### src/hdl/mvcc_pkg.sv
// ----------------------------------------------------------------------------
// mvcc_pkg
// Shared widths and types for the version chain block.
// ----------------------------------------------------------------------------
package mvcc_pkg;

    localparam int HIST_DEPTH   = 10;
    localparam int PAYLOAD_BITS = 32;
    localparam int TXN_W        = 64;
    localparam int HANDLE_W     = 32;
    localparam int CNT_W        = 4;
    localparam int FILL_W       = $clog2(HIST_DEPTH + 1);

    // Mode codes of an input item
    localparam logic MODE_ADD  = 1'b0;
    localparam logic MODE_READ = 1'b1;

    // One stored version
    typedef struct packed {
        logic [TXN_W-1:0]        commit;
        logic                    tomb;
        logic [PAYLOAD_BITS-1:0] payload;
    } t_entry;

    // Search result rippling down the chain, newest first
    typedef struct packed {
        logic                    hit;
        logic                    tomb;
        logic [PAYLOAD_BITS-1:0] payload;
    } t_hit;

    // Per-cell control from the top level
    typedef struct packed {
        logic cmp;
        logic live;
        logic shift;
        logic put;
    } t_cell_ctl;

endpackage

### src/hdl/mvcc_in_if.sv
// ----------------------------------------------------------------------------
// mvcc_in_if
// Input channel: valid/ready handshake with one add or read item.
// ----------------------------------------------------------------------------
interface mvcc_in_if;
    import mvcc_pkg::*;

    logic              valid;
    logic              ready;
    logic              mode;
    logic [TXN_W-1:0]  reader_txn;
    logic [TXN_W-1:0]  new_commit_txn;
    logic              new_tombstone;
    logic              new_has_key;
    logic [31:0]       new_payload;

    modport source (
        output valid, mode, reader_txn, new_commit_txn, new_tombstone,
               new_has_key, new_payload,
        input  ready
    );

    modport sink (
        input  valid, mode, reader_txn, new_commit_txn, new_tombstone,
               new_has_key, new_payload,
        output ready
    );

endinterface

### src/hdl/mvcc_out_if.sv
// ----------------------------------------------------------------------------
// mvcc_out_if
// Output channel: valid/ready handshake with one result item.
// ----------------------------------------------------------------------------
interface mvcc_out_if;
    import mvcc_pkg::*;

    logic                valid;
    logic                ready;
    logic                found;
    logic                hit_tombstone;
    logic [HANDLE_W-1:0] value_handle;
    logic [CNT_W-1:0]    history_count;

    modport source (
        output valid, found, hit_tombstone, value_handle, history_count,
        input  ready
    );

    modport sink (
        input  valid, found, hit_tombstone, value_handle, history_count,
        output ready
    );

endinterface

### src/hdl/mvcc_cell.sv
// ----------------------------------------------------------------------------
// mvcc_cell
// One history slot: holds a version, shifts toward older slots when the
// history is full, flags visibility for a reader and passes the newest hit
// down the chain.
// ----------------------------------------------------------------------------
module mvcc_cell (
    input  logic                       i_clk,
    input  logic                       i_rst_n,
    input  mvcc_pkg::t_cell_ctl        i_ctl,
    input  logic [mvcc_pkg::TXN_W-1:0] i_reader,
    input  mvcc_pkg::t_entry           i_next,
    input  mvcc_pkg::t_entry           i_cur,
    input  mvcc_pkg::t_hit             i_up,
    output mvcc_pkg::t_entry           o_entry,
    output mvcc_pkg::t_hit             o_dn
);
    import mvcc_pkg::*;

    t_entry r_ent;
    logic   r_match;

    // Load on shift (from newer neighbor) or on push into this slot
    always_ff @(posedge i_clk) begin
        if (i_ctl.shift) begin
            r_ent <= i_next;
        end else if (i_ctl.put) begin
            r_ent <= i_cur;
        end
    end

    // Flag visibility for the reader
    always_ff @(posedge i_clk) begin
        if (!i_rst_n) begin
            r_match <= 1'b0;
        end else if (i_ctl.cmp) begin
            r_match <= i_ctl.live && (r_ent.commit != '0) && (r_ent.commit < i_reader);
        end
    end

    // Pass a newer hit through, else offer this slot
    always_comb begin
        if (i_up.hit) begin
            o_dn = i_up;
        end else begin
            o_dn.hit     = r_match;
            o_dn.tomb    = r_ent.tomb;
            o_dn.payload = r_ent.payload;
        end
    end

    assign o_entry = r_ent;

endmodule

### src/hdl/mvcc_version_chain_top.sv
// ----------------------------------------------------------------------------
// mvcc_version_chain_top
// Version chain of one key: current version plus a bounded history.
// ----------------------------------------------------------------------------
// Each item runs through a compare step and a result step: in the compare
// step every history cell compares its commit id with the reader's id (or,
// for an add, the chain shifts or loads one slot), in the result step the hit
// ripples from the newest cell to the oldest and the result is registered. A
// new item is taken in the same cycle that a result is registered, as long as
// the output is drained; a stalled output holds one result and lets the next
// item be accepted. History slots hold no reset value; only slots below the
// fill count are ever searched.
module mvcc_version_chain_top (
    input  logic       i_clk,
    input  logic       i_rst_n,
    mvcc_in_if.sink    i_in,
    mvcc_out_if.source o_out
);
    import mvcc_pkg::*;

    typedef enum logic [2:0] {
        S_IDLE = 3'b001,
        S_CMP  = 3'b010,
        S_DONE = 3'b100
    } t_state;

    t_state                r_state, n_state;
    logic                  r_mode;
    logic [TXN_W-1:0]      r_reader;
    t_entry                r_new;
    logic                  r_new_key;
    t_entry                r_cur;
    logic                  r_cur_key;
    logic                  r_cur_vis;
    logic [FILL_W-1:0]     r_fill;
    logic                  r_out_valid;
    logic                  r_found;
    logic                  r_tomb;
    logic [HANDLE_W-1:0]   r_handle;
    logic [CNT_W-1:0]      r_count;

    logic                  w_accept;
    logic                  w_out_free;
    logic                  w_load_out;
    logic                  w_add;
    logic                  w_push;
    logic                  w_full;
    t_entry                w_ent [HIST_DEPTH];
    t_hit                  w_dn  [HIST_DEPTH];
    t_cell_ctl             w_ctl [HIST_DEPTH];
    t_hit                  w_top_hit;
    t_hit                  w_res;

    // Handshake
    assign w_out_free = !r_out_valid || o_out.ready;
    assign w_load_out = (r_state == S_DONE) && w_out_free;
    assign i_in.ready = (r_state == S_IDLE) || w_load_out;
    assign w_accept   = i_in.valid && i_in.ready;

    // Add control
    assign w_add  = (r_state == S_CMP) && (r_mode == MODE_ADD);
    assign w_push = w_add && (r_cur_key || (r_cur.commit != '0) || (r_fill != '0));
    assign w_full = (r_fill == FILL_W'(HIST_DEPTH));

    // Sequence an item
    always_comb begin
        n_state = r_state;
        case (r_state)
            S_IDLE: if (w_accept) n_state = S_CMP;
            S_CMP:  n_state = S_DONE;
            S_DONE: begin
                if (w_load_out) n_state = w_accept ? S_CMP : S_IDLE;
            end
            default: n_state = S_IDLE;
        endcase
    end

    always_ff @(posedge i_clk) begin
        if (!i_rst_n) begin
            r_state <= S_IDLE;
        end else begin
            r_state <= n_state;
        end
    end

    // Capture the item
    always_ff @(posedge i_clk) begin
        if (w_accept) begin
            r_mode        <= i_in.mode;
            r_reader      <= i_in.reader_txn;
            r_new.commit  <= i_in.new_commit_txn;
            r_new.tomb    <= i_in.new_tombstone;
            r_new.payload <= PAYLOAD_BITS'(i_in.new_payload);
            r_new_key     <= i_in.new_has_key;
        end
    end

    // Current version and fill count
    always_ff @(posedge i_clk) begin
        if (!i_rst_n) begin
            r_cur     <= '0;
            r_cur_key <= 1'b0;
            r_fill    <= '0;
            r_cur_vis <= 1'b0;
        end else if (r_state == S_CMP) begin
            if (w_add) begin
                r_cur     <= r_new;
                r_cur_key <= r_new_key;
                if (w_push && !w_full) begin
                    r_fill <= r_fill + FILL_W'(1);
                end
            end else begin
                r_cur_vis <= (r_cur.commit != '0) && (r_cur.commit < r_reader);
            end
        end
    end

    // Chain of history cells, newest slot at the top
    assign w_top_hit.hit     = r_cur_vis;
    assign w_top_hit.tomb    = r_cur.tomb;
    assign w_top_hit.payload = r_cur.payload;

    for (genvar i = 0; i < HIST_DEPTH; i++) begin : g_cell
        t_entry w_next;
        t_hit   w_up;

        assign w_ctl[i].cmp   = (r_state == S_CMP) && (r_mode == MODE_READ);
        assign w_ctl[i].live  = r_fill > FILL_W'(i);
        assign w_ctl[i].shift = w_push && w_full;
        assign w_ctl[i].put   = w_push && !w_full && (r_fill == FILL_W'(i));

        if (i == HIST_DEPTH - 1) begin : g_top
            assign w_next = r_cur;
            assign w_up   = w_top_hit;
        end else begin : g_mid
            assign w_next = w_ent[i+1];
            assign w_up   = w_dn[i+1];
        end

        mvcc_cell u_cell (
            .i_clk    (i_clk),
            .i_rst_n  (i_rst_n),
            .i_ctl    (w_ctl[i]),
            .i_reader (r_reader),
            .i_next   (w_next),
            .i_cur    (r_cur),
            .i_up     (w_up),
            .o_entry  (w_ent[i]),
            .o_dn     (w_dn[i])
        );
    end

    assign w_res = w_dn[0];

    // Output register
    always_ff @(posedge i_clk) begin
        if (!i_rst_n) begin
            r_out_valid <= 1'b0;
        end else if (w_load_out) begin
            r_out_valid <= 1'b1;
        end else if (o_out.ready) begin
            r_out_valid <= 1'b0;
        end
    end

    always_ff @(posedge i_clk) begin
        if (w_load_out) begin
            r_count <= CNT_W'(r_fill);
            if (r_mode == MODE_READ && w_res.hit) begin
                r_found  <= !w_res.tomb;
                r_tomb   <= w_res.tomb;
                r_handle <= w_res.tomb ? '0 : HANDLE_W'(w_res.payload);
            end else begin
                r_found  <= 1'b0;
                r_tomb   <= 1'b0;
                r_handle <= '0;
            end
        end
    end

    assign o_out.valid         = r_out_valid;
    assign o_out.found         = r_found;
    assign o_out.hit_tombstone = r_tomb;
    assign o_out.value_handle  = r_handle;
    assign o_out.history_count = r_count;

    // Checks
    a_cmp_then_done: assert property (@(posedge i_clk) disable iff (!i_rst_n)
        r_state == S_CMP |=> r_state == S_DONE)
        else $error("compare step not followed by result step");

    a_fill_bound: assert property (@(posedge i_clk) disable iff (!i_rst_n)
        r_fill <= FILL_W'(HIST_DEPTH))
        else $error("history fill beyond depth");

    a_found_xor_tomb: assert property (@(posedge i_clk) disable iff (!i_rst_n)
        r_out_valid |-> !(r_found && r_tomb))
        else $error("result both found and tombstone");

    a_handle_zero: assert property (@(posedge i_clk) disable iff (!i_rst_n)
        (r_out_valid && !r_found) |-> (r_handle == '0))
        else $error("handle nonzero without a hit");

endmodule
### src/flat_wrapper.sv
// flat-port wrapper written by rule: the top's interface ports become plain ports
module mvcc_version_chain_top_flat import mvcc_pkg::*;
  (i_clk, i_rst_n, i_in_valid, i_in_mode, i_in_reader_txn, i_in_new_commit_txn, i_in_new_tombstone, i_in_new_has_key, i_in_new_payload, i_in_ready, o_out_valid, o_out_found, o_out_hit_tombstone, o_out_value_handle, o_out_history_count, o_out_ready);
  mvcc_in_if i_in_i ();
  mvcc_out_if o_out_i ();
  input  logic i_clk;
  input  logic i_rst_n;
  input wire logic [$bits(i_in_i.valid)-1:0] i_in_valid;
  input wire logic [$bits(i_in_i.mode)-1:0] i_in_mode;
  input wire logic [$bits(i_in_i.reader_txn)-1:0] i_in_reader_txn;
  input wire logic [$bits(i_in_i.new_commit_txn)-1:0] i_in_new_commit_txn;
  input wire logic [$bits(i_in_i.new_tombstone)-1:0] i_in_new_tombstone;
  input wire logic [$bits(i_in_i.new_has_key)-1:0] i_in_new_has_key;
  input wire logic [$bits(i_in_i.new_payload)-1:0] i_in_new_payload;
  output wire logic [$bits(i_in_i.ready)-1:0] i_in_ready;
  output wire logic [$bits(o_out_i.valid)-1:0] o_out_valid;
  output wire logic [$bits(o_out_i.found)-1:0] o_out_found;
  output wire logic [$bits(o_out_i.hit_tombstone)-1:0] o_out_hit_tombstone;
  output wire logic [$bits(o_out_i.value_handle)-1:0] o_out_value_handle;
  output wire logic [$bits(o_out_i.history_count)-1:0] o_out_history_count;
  input wire logic [$bits(o_out_i.ready)-1:0] o_out_ready;
  assign i_in_i.valid = i_in_valid;
  assign i_in_i.mode = i_in_mode;
  assign i_in_i.reader_txn = i_in_reader_txn;
  assign i_in_i.new_commit_txn = i_in_new_commit_txn;
  assign i_in_i.new_tombstone = i_in_new_tombstone;
  assign i_in_i.new_has_key = i_in_new_has_key;
  assign i_in_i.new_payload = i_in_new_payload;
  assign i_in_ready = i_in_i.ready;
  assign o_out_valid = o_out_i.valid;
  assign o_out_found = o_out_i.found;
  assign o_out_hit_tombstone = o_out_i.hit_tombstone;
  assign o_out_value_handle = o_out_i.value_handle;
  assign o_out_history_count = o_out_i.history_count;
  assign o_out_i.ready = o_out_ready;
  mvcc_version_chain_top u_core (.i_clk(i_clk), .i_rst_n(i_rst_n), .i_in(i_in_i), .o_out(o_out_i));
endmodule
### config.mk
export PLATFORM = sky130hd
export DESIGN_NAME = mvcc_version_chain_top_flat
export DESIGN_NICKNAME = d
export VERILOG_FILES = /design/src/hdl/mvcc_pkg.sv /design/src/hdl/mvcc_in_if.sv /design/src/hdl/mvcc_out_if.sv /design/src/hdl/mvcc_cell.sv /design/src/hdl/mvcc_version_chain_top.sv /design/src/flat_wrapper.sv
export SDC_FILE = /design/constraint.sdc
export NUM_CORES = 2
export LEC_CHECK = 0
export ABC_AREA = 1
export CAP_MARGIN = 20
export CELL_PAD_IN_SITES_DETAIL_PLACEMENT = 0
export CELL_PAD_IN_SITES_GLOBAL_PLACEMENT = 1
export CORE_UTILIZATION = 49
export DETAILED_ROUTE_END_ITERATION = 10
export DONT_BUFFER_PORTS = 1
export HOLD_SLACK_MARGIN = 0.06
export PLACE_DENSITY_LB_ADDON = 0.1
export SETUP_SLACK_MARGIN = 0.5
export SYNTH_ARGS = -nofsm -noshare
export SYNTH_HDL_FRONTEND = slang
export SYNTH_SLANG_ARGS = --single-unit
### constraint.sdc
create_clock -name i_clk -period 10 [get_ports i_clk]
set_input_delay 0.5 -clock i_clk [delete_from_list [all_inputs] [get_ports i_clk]]
set_output_delay 0.5 -clock i_clk [all_outputs]
set_load 0.03 [all_outputs]
==> metrics.cfg <==
[critical_path]
cp_slowest_cell = dfxtp_1
worst_ep_required_time_ps = 10600
startpoint = u_core.g_cell[8].u_cell.r_match
arrival_ps = 5830
crit_fanout = 44
worstReg2RegEnd = u_core.o_out.value_handle[28]
endpoint_kind = flip-flop
rrSetupSlack_ps = 4770
reg2reg_depth = 15
path_class = reg -> reg
crit_path_start_kind = flip-flop
max_stage_delay_ps = 700
crit_buf_inv = 5
regToRegStartpoint = u_core.g_cell[8].u_cell.r_match
crit_family = simple AND/OR/NAND/NOR gates
cp_cell_sequence = inv_2, buf_4, nand2_4, nor2_8, nand2_4, nor2_4, inv_2, buf_4, nor2_8, nand2_2, inv_1, o21ai_0, nand2_1, nand3_4, nor2_1

[place]
placed_area_um2 = 70200
port_buffers = 0
gp_congestion = 0.889
place_hpwl_um = 144000

[yosys]
ys_types = 44
ys.flop_type = edfxtp_1
synth_edf_count = 1171
synthArstFlopShare_pct = 0
syn-cell-area_um2 = 68100
synth_fp_nets = 7679
yosys_register_bits = 1288
yosysWarnings = 0
yosysSeqAreaShare_pct = 55.1
syn_avg_cell_area_um2 = 10.0
syn_inst = 6814

[flow_run]
cap_violations = 0

[sta]
setup_viol = 0
finalHoldViolCount = 0
maxSlewHeadroom_pct = 11.4
rsz0062_at_grt = false
finalSetupTns_ps = 0
final.setup_skew_ps = 31.5
fmax_mhz = 191
fin_crit_ps = 5230
slew_violations = 0
tightest_slew_ps = 1310
period_share_pct = 52.3

[clock_tree]
path_clk_slew_ps = 60
h-tree-depth = 4
clock_path_buffers = 3
cts_root_buffer = clkbuf_16
cts_tree = built
clock_latency_ps = 790
cts-resized-gates = 0
cts_made_buffers = 149
cts_sinks = 1288

[min_path]
hold_end = u_core.g_cell[9].w_next[38]
hold_class = in -> reg
hold_start = i_rst_n
holdPathStages = 3

[pwr]
p_leak_nw = 32.7
peakVddDrop_mv = 0.149
p_per_area_nw_per_um2 = 160
power_mw = 12.3

[floorplan]
io_pins = 207
initial_core_util_pct = 49.5
core_um2 = 138000
die_h_um = 375
die_area_um2 = 141000
die_x_um = 375
num_rows = 136

[detailed_routing]
wl_per_cell_um = 23.3
num_vias = 51000
drt_first_pass_iters = 6
routed_wl_um = 207000
antenna_left = 0
drtIter0Drc = 4935
drc_errors = 0
vias_per_cell = 5.73

[global_route]
grt_max_degree = 224
grt_use_total_pct = 29.1
grt_pass1_wl_um = 304000
grt_overflow = 0
first_global_vias = 49300
antenna_found_initial = 4

[status]
status = completed

[layout]
nNetsFinal = 7858
fin_area_um2 = 76800
syn_to_final_growth_pct = 12.7
drive_above_1_share_pct = 4.59
n_antenna_cell = 0

[layout make-up]
| type | count | area (um^2) |
|---|---|---|
| timing repair buffer | 224 | 2160 |
| clock inverter | 56 | 534 |
| multi-input combinational | 4175 | 25600 |
| clock buffer | 220 | 4370 |
| sequential | 1288 | 37500 |
| fill | 12100 | 60900 |
| tap | 1794 | 2240 |
| inverter | 1155 | 4350 |
[stage by stage]
| step | setup WS, ps | hold slack (ps) | utilization (%) | instances |
|---|---|---|---|---|
| after CTS | 4830 | 66.9 | 55.8 | 8912 |
| after floorplan | 1000 | 406 | - | 6814 |
| after detailed placement | 4830 | 442 | 51.0 | 8468 |
| final | 4770 | 126 | 55.8 | 8912 |
| after global placement | 4970 | 437 | 50.9 | 8465 |
| after global routing | 4450 | 94.5 | 55.8 | 8912 |
[worst register-to-register path, stage by stage (launching register included)]
cell and delay (ps):
dfxtp_1 700, inv_2 150, buf_4 570, nand2_4 170, nor2_8 180, nand2_4 130
nor2_4 640, inv_2 40, buf_4 300, nor2_8 210, nand2_2 220, inv_1 650
o21ai_0 190, nand2_1 170, nand3_4 460, nor2_1 300
[where the power goes]
group	leakage (nW)	internal [mW]	switching (mW)
Sequential	11.4	5.92	0.0369
Clock	2.42	3.23	2.28
Combinational	18.9	0.283	0.555
Total	32.7	9.44	2.87
[Yosys cell counts, types with 33 or more instances]
| cell type | n | area (um^2) |
|---|---|---|
| a21oi_1 | 528 | 2640 |
| clkbuf_1 | 169 | 634 |
| dfxtp_1 | 117 | 2340 |
| edfxtp_1 | 1171 | 35200 |
| ha_1 | 698 | 8730 |
| inv_1 | 1147 | 4310 |
| nand2_1 | 835 | 3130 |
| nand3_1 | 99 | 495 |
| nand4_1 | 137 | 857 |
| nor2_1 | 335 | 1260 |
| nor3_1 | 37 | 185 |
| nor4_1 | 103 | 644 |
| o21ai_0 | 1203 | 6020 |
| o221ai_1 | 33 | 289 |
| o22ai_1 | 50 | 313 |
[routing by layer]
| layer | part of all wire (%) | vias to the layer above | global-route usage (%) |
|---|---|---|---|
| li1 | - | 24300 | - |
| met1 | 45 | 24700 | 41.5 |
| met2 | 46 | 1713 | 46.8 |
| met3 | 6.7 | 287 | 3.64 |
| met4 | 2.4 | 2 | 7.78 |
| met5 | 0.0063 | - | 0 |
[kinds of logic after synthesis]
kind of cell	after synthesis	synth area share, %
and+or+nand+nor	1586	10.1
xor gates and xnor gates	1	0.0129
DFF	1288	55.1
buffers and inverters	1351	7.53
adders and majority gates	698	12.8
AOI/OAI and AO/OA	1890	14.4
[what timing repair did]
item	4_1_cts	5_1_grt
hold buffers	168	0
setup buffers	0	0
endpoints found under the hold margin	259	0
[state kept, by name, indices dropped and copies added (netlist names)]
name,flops
u_core.g_cell.u_cell.o_entry,970
u_core.g_cell.u_cell.r_match,10
u_core.g_cell.w_next,97
u_core.o_out.found,1
u_core.o_out.history_count,4
u_core.o_out.hit_tombstone,1
u_core.o_out.valid,1
u_core.o_out.value_handle,32
u_core.r_cur_key,1
u_core.r_cur_vis,1
u_core.r_fill,4
u_core.r_mode,1
u_core.r_new,97
u_core.r_new_key,1
u_core.r_reader,64
u_core.r_state,3
[cells in the final DEF (no fill, tap or decap), drive strengths merged, types with 5 or more instances in the layout]
cell	Yosys	routed
o22ai	50	50
nor2	350	350
a21o	8	8
nand3	100	100
dfxtp	117	117
nand4	137	137
o21a	22	22
clkbuf	169	220
nor3	37	37
a21oi	528	528
a21boi	12	12
nand2	838	838
o21ai	1204	1204
a22oi	6	6
nor4	103	103
o221ai	33	33
buf	27	57
dlygate4sd3	0	167
a31oi	6	6
bufinv	0	8
clkinv	4	46
edfxtp	1171	1171
and3	9	9
o211ai	12	12
inv	1151	1156
or2	5	5
ha	698	698
[worst max path at each step]
stage	endpoint	slack, ps	cells after the start
after global routing	u_core.o_out.value_handle[28]	4450	15
after global placement	u_core.o_out.value_handle[8]	4970	15
after detailed placement	u_core.o_out.value_handle[24]	4830	15
final	u_core.o_out.value_handle[28]	4770	15
after floorplan	u_core.g_cell[1].u_cell.o_entry[0]	1000	7
after CTS	u_core.o_out.value_handle[24]	4830	15
Note: power is estimated with default switching activity, not from simulation.
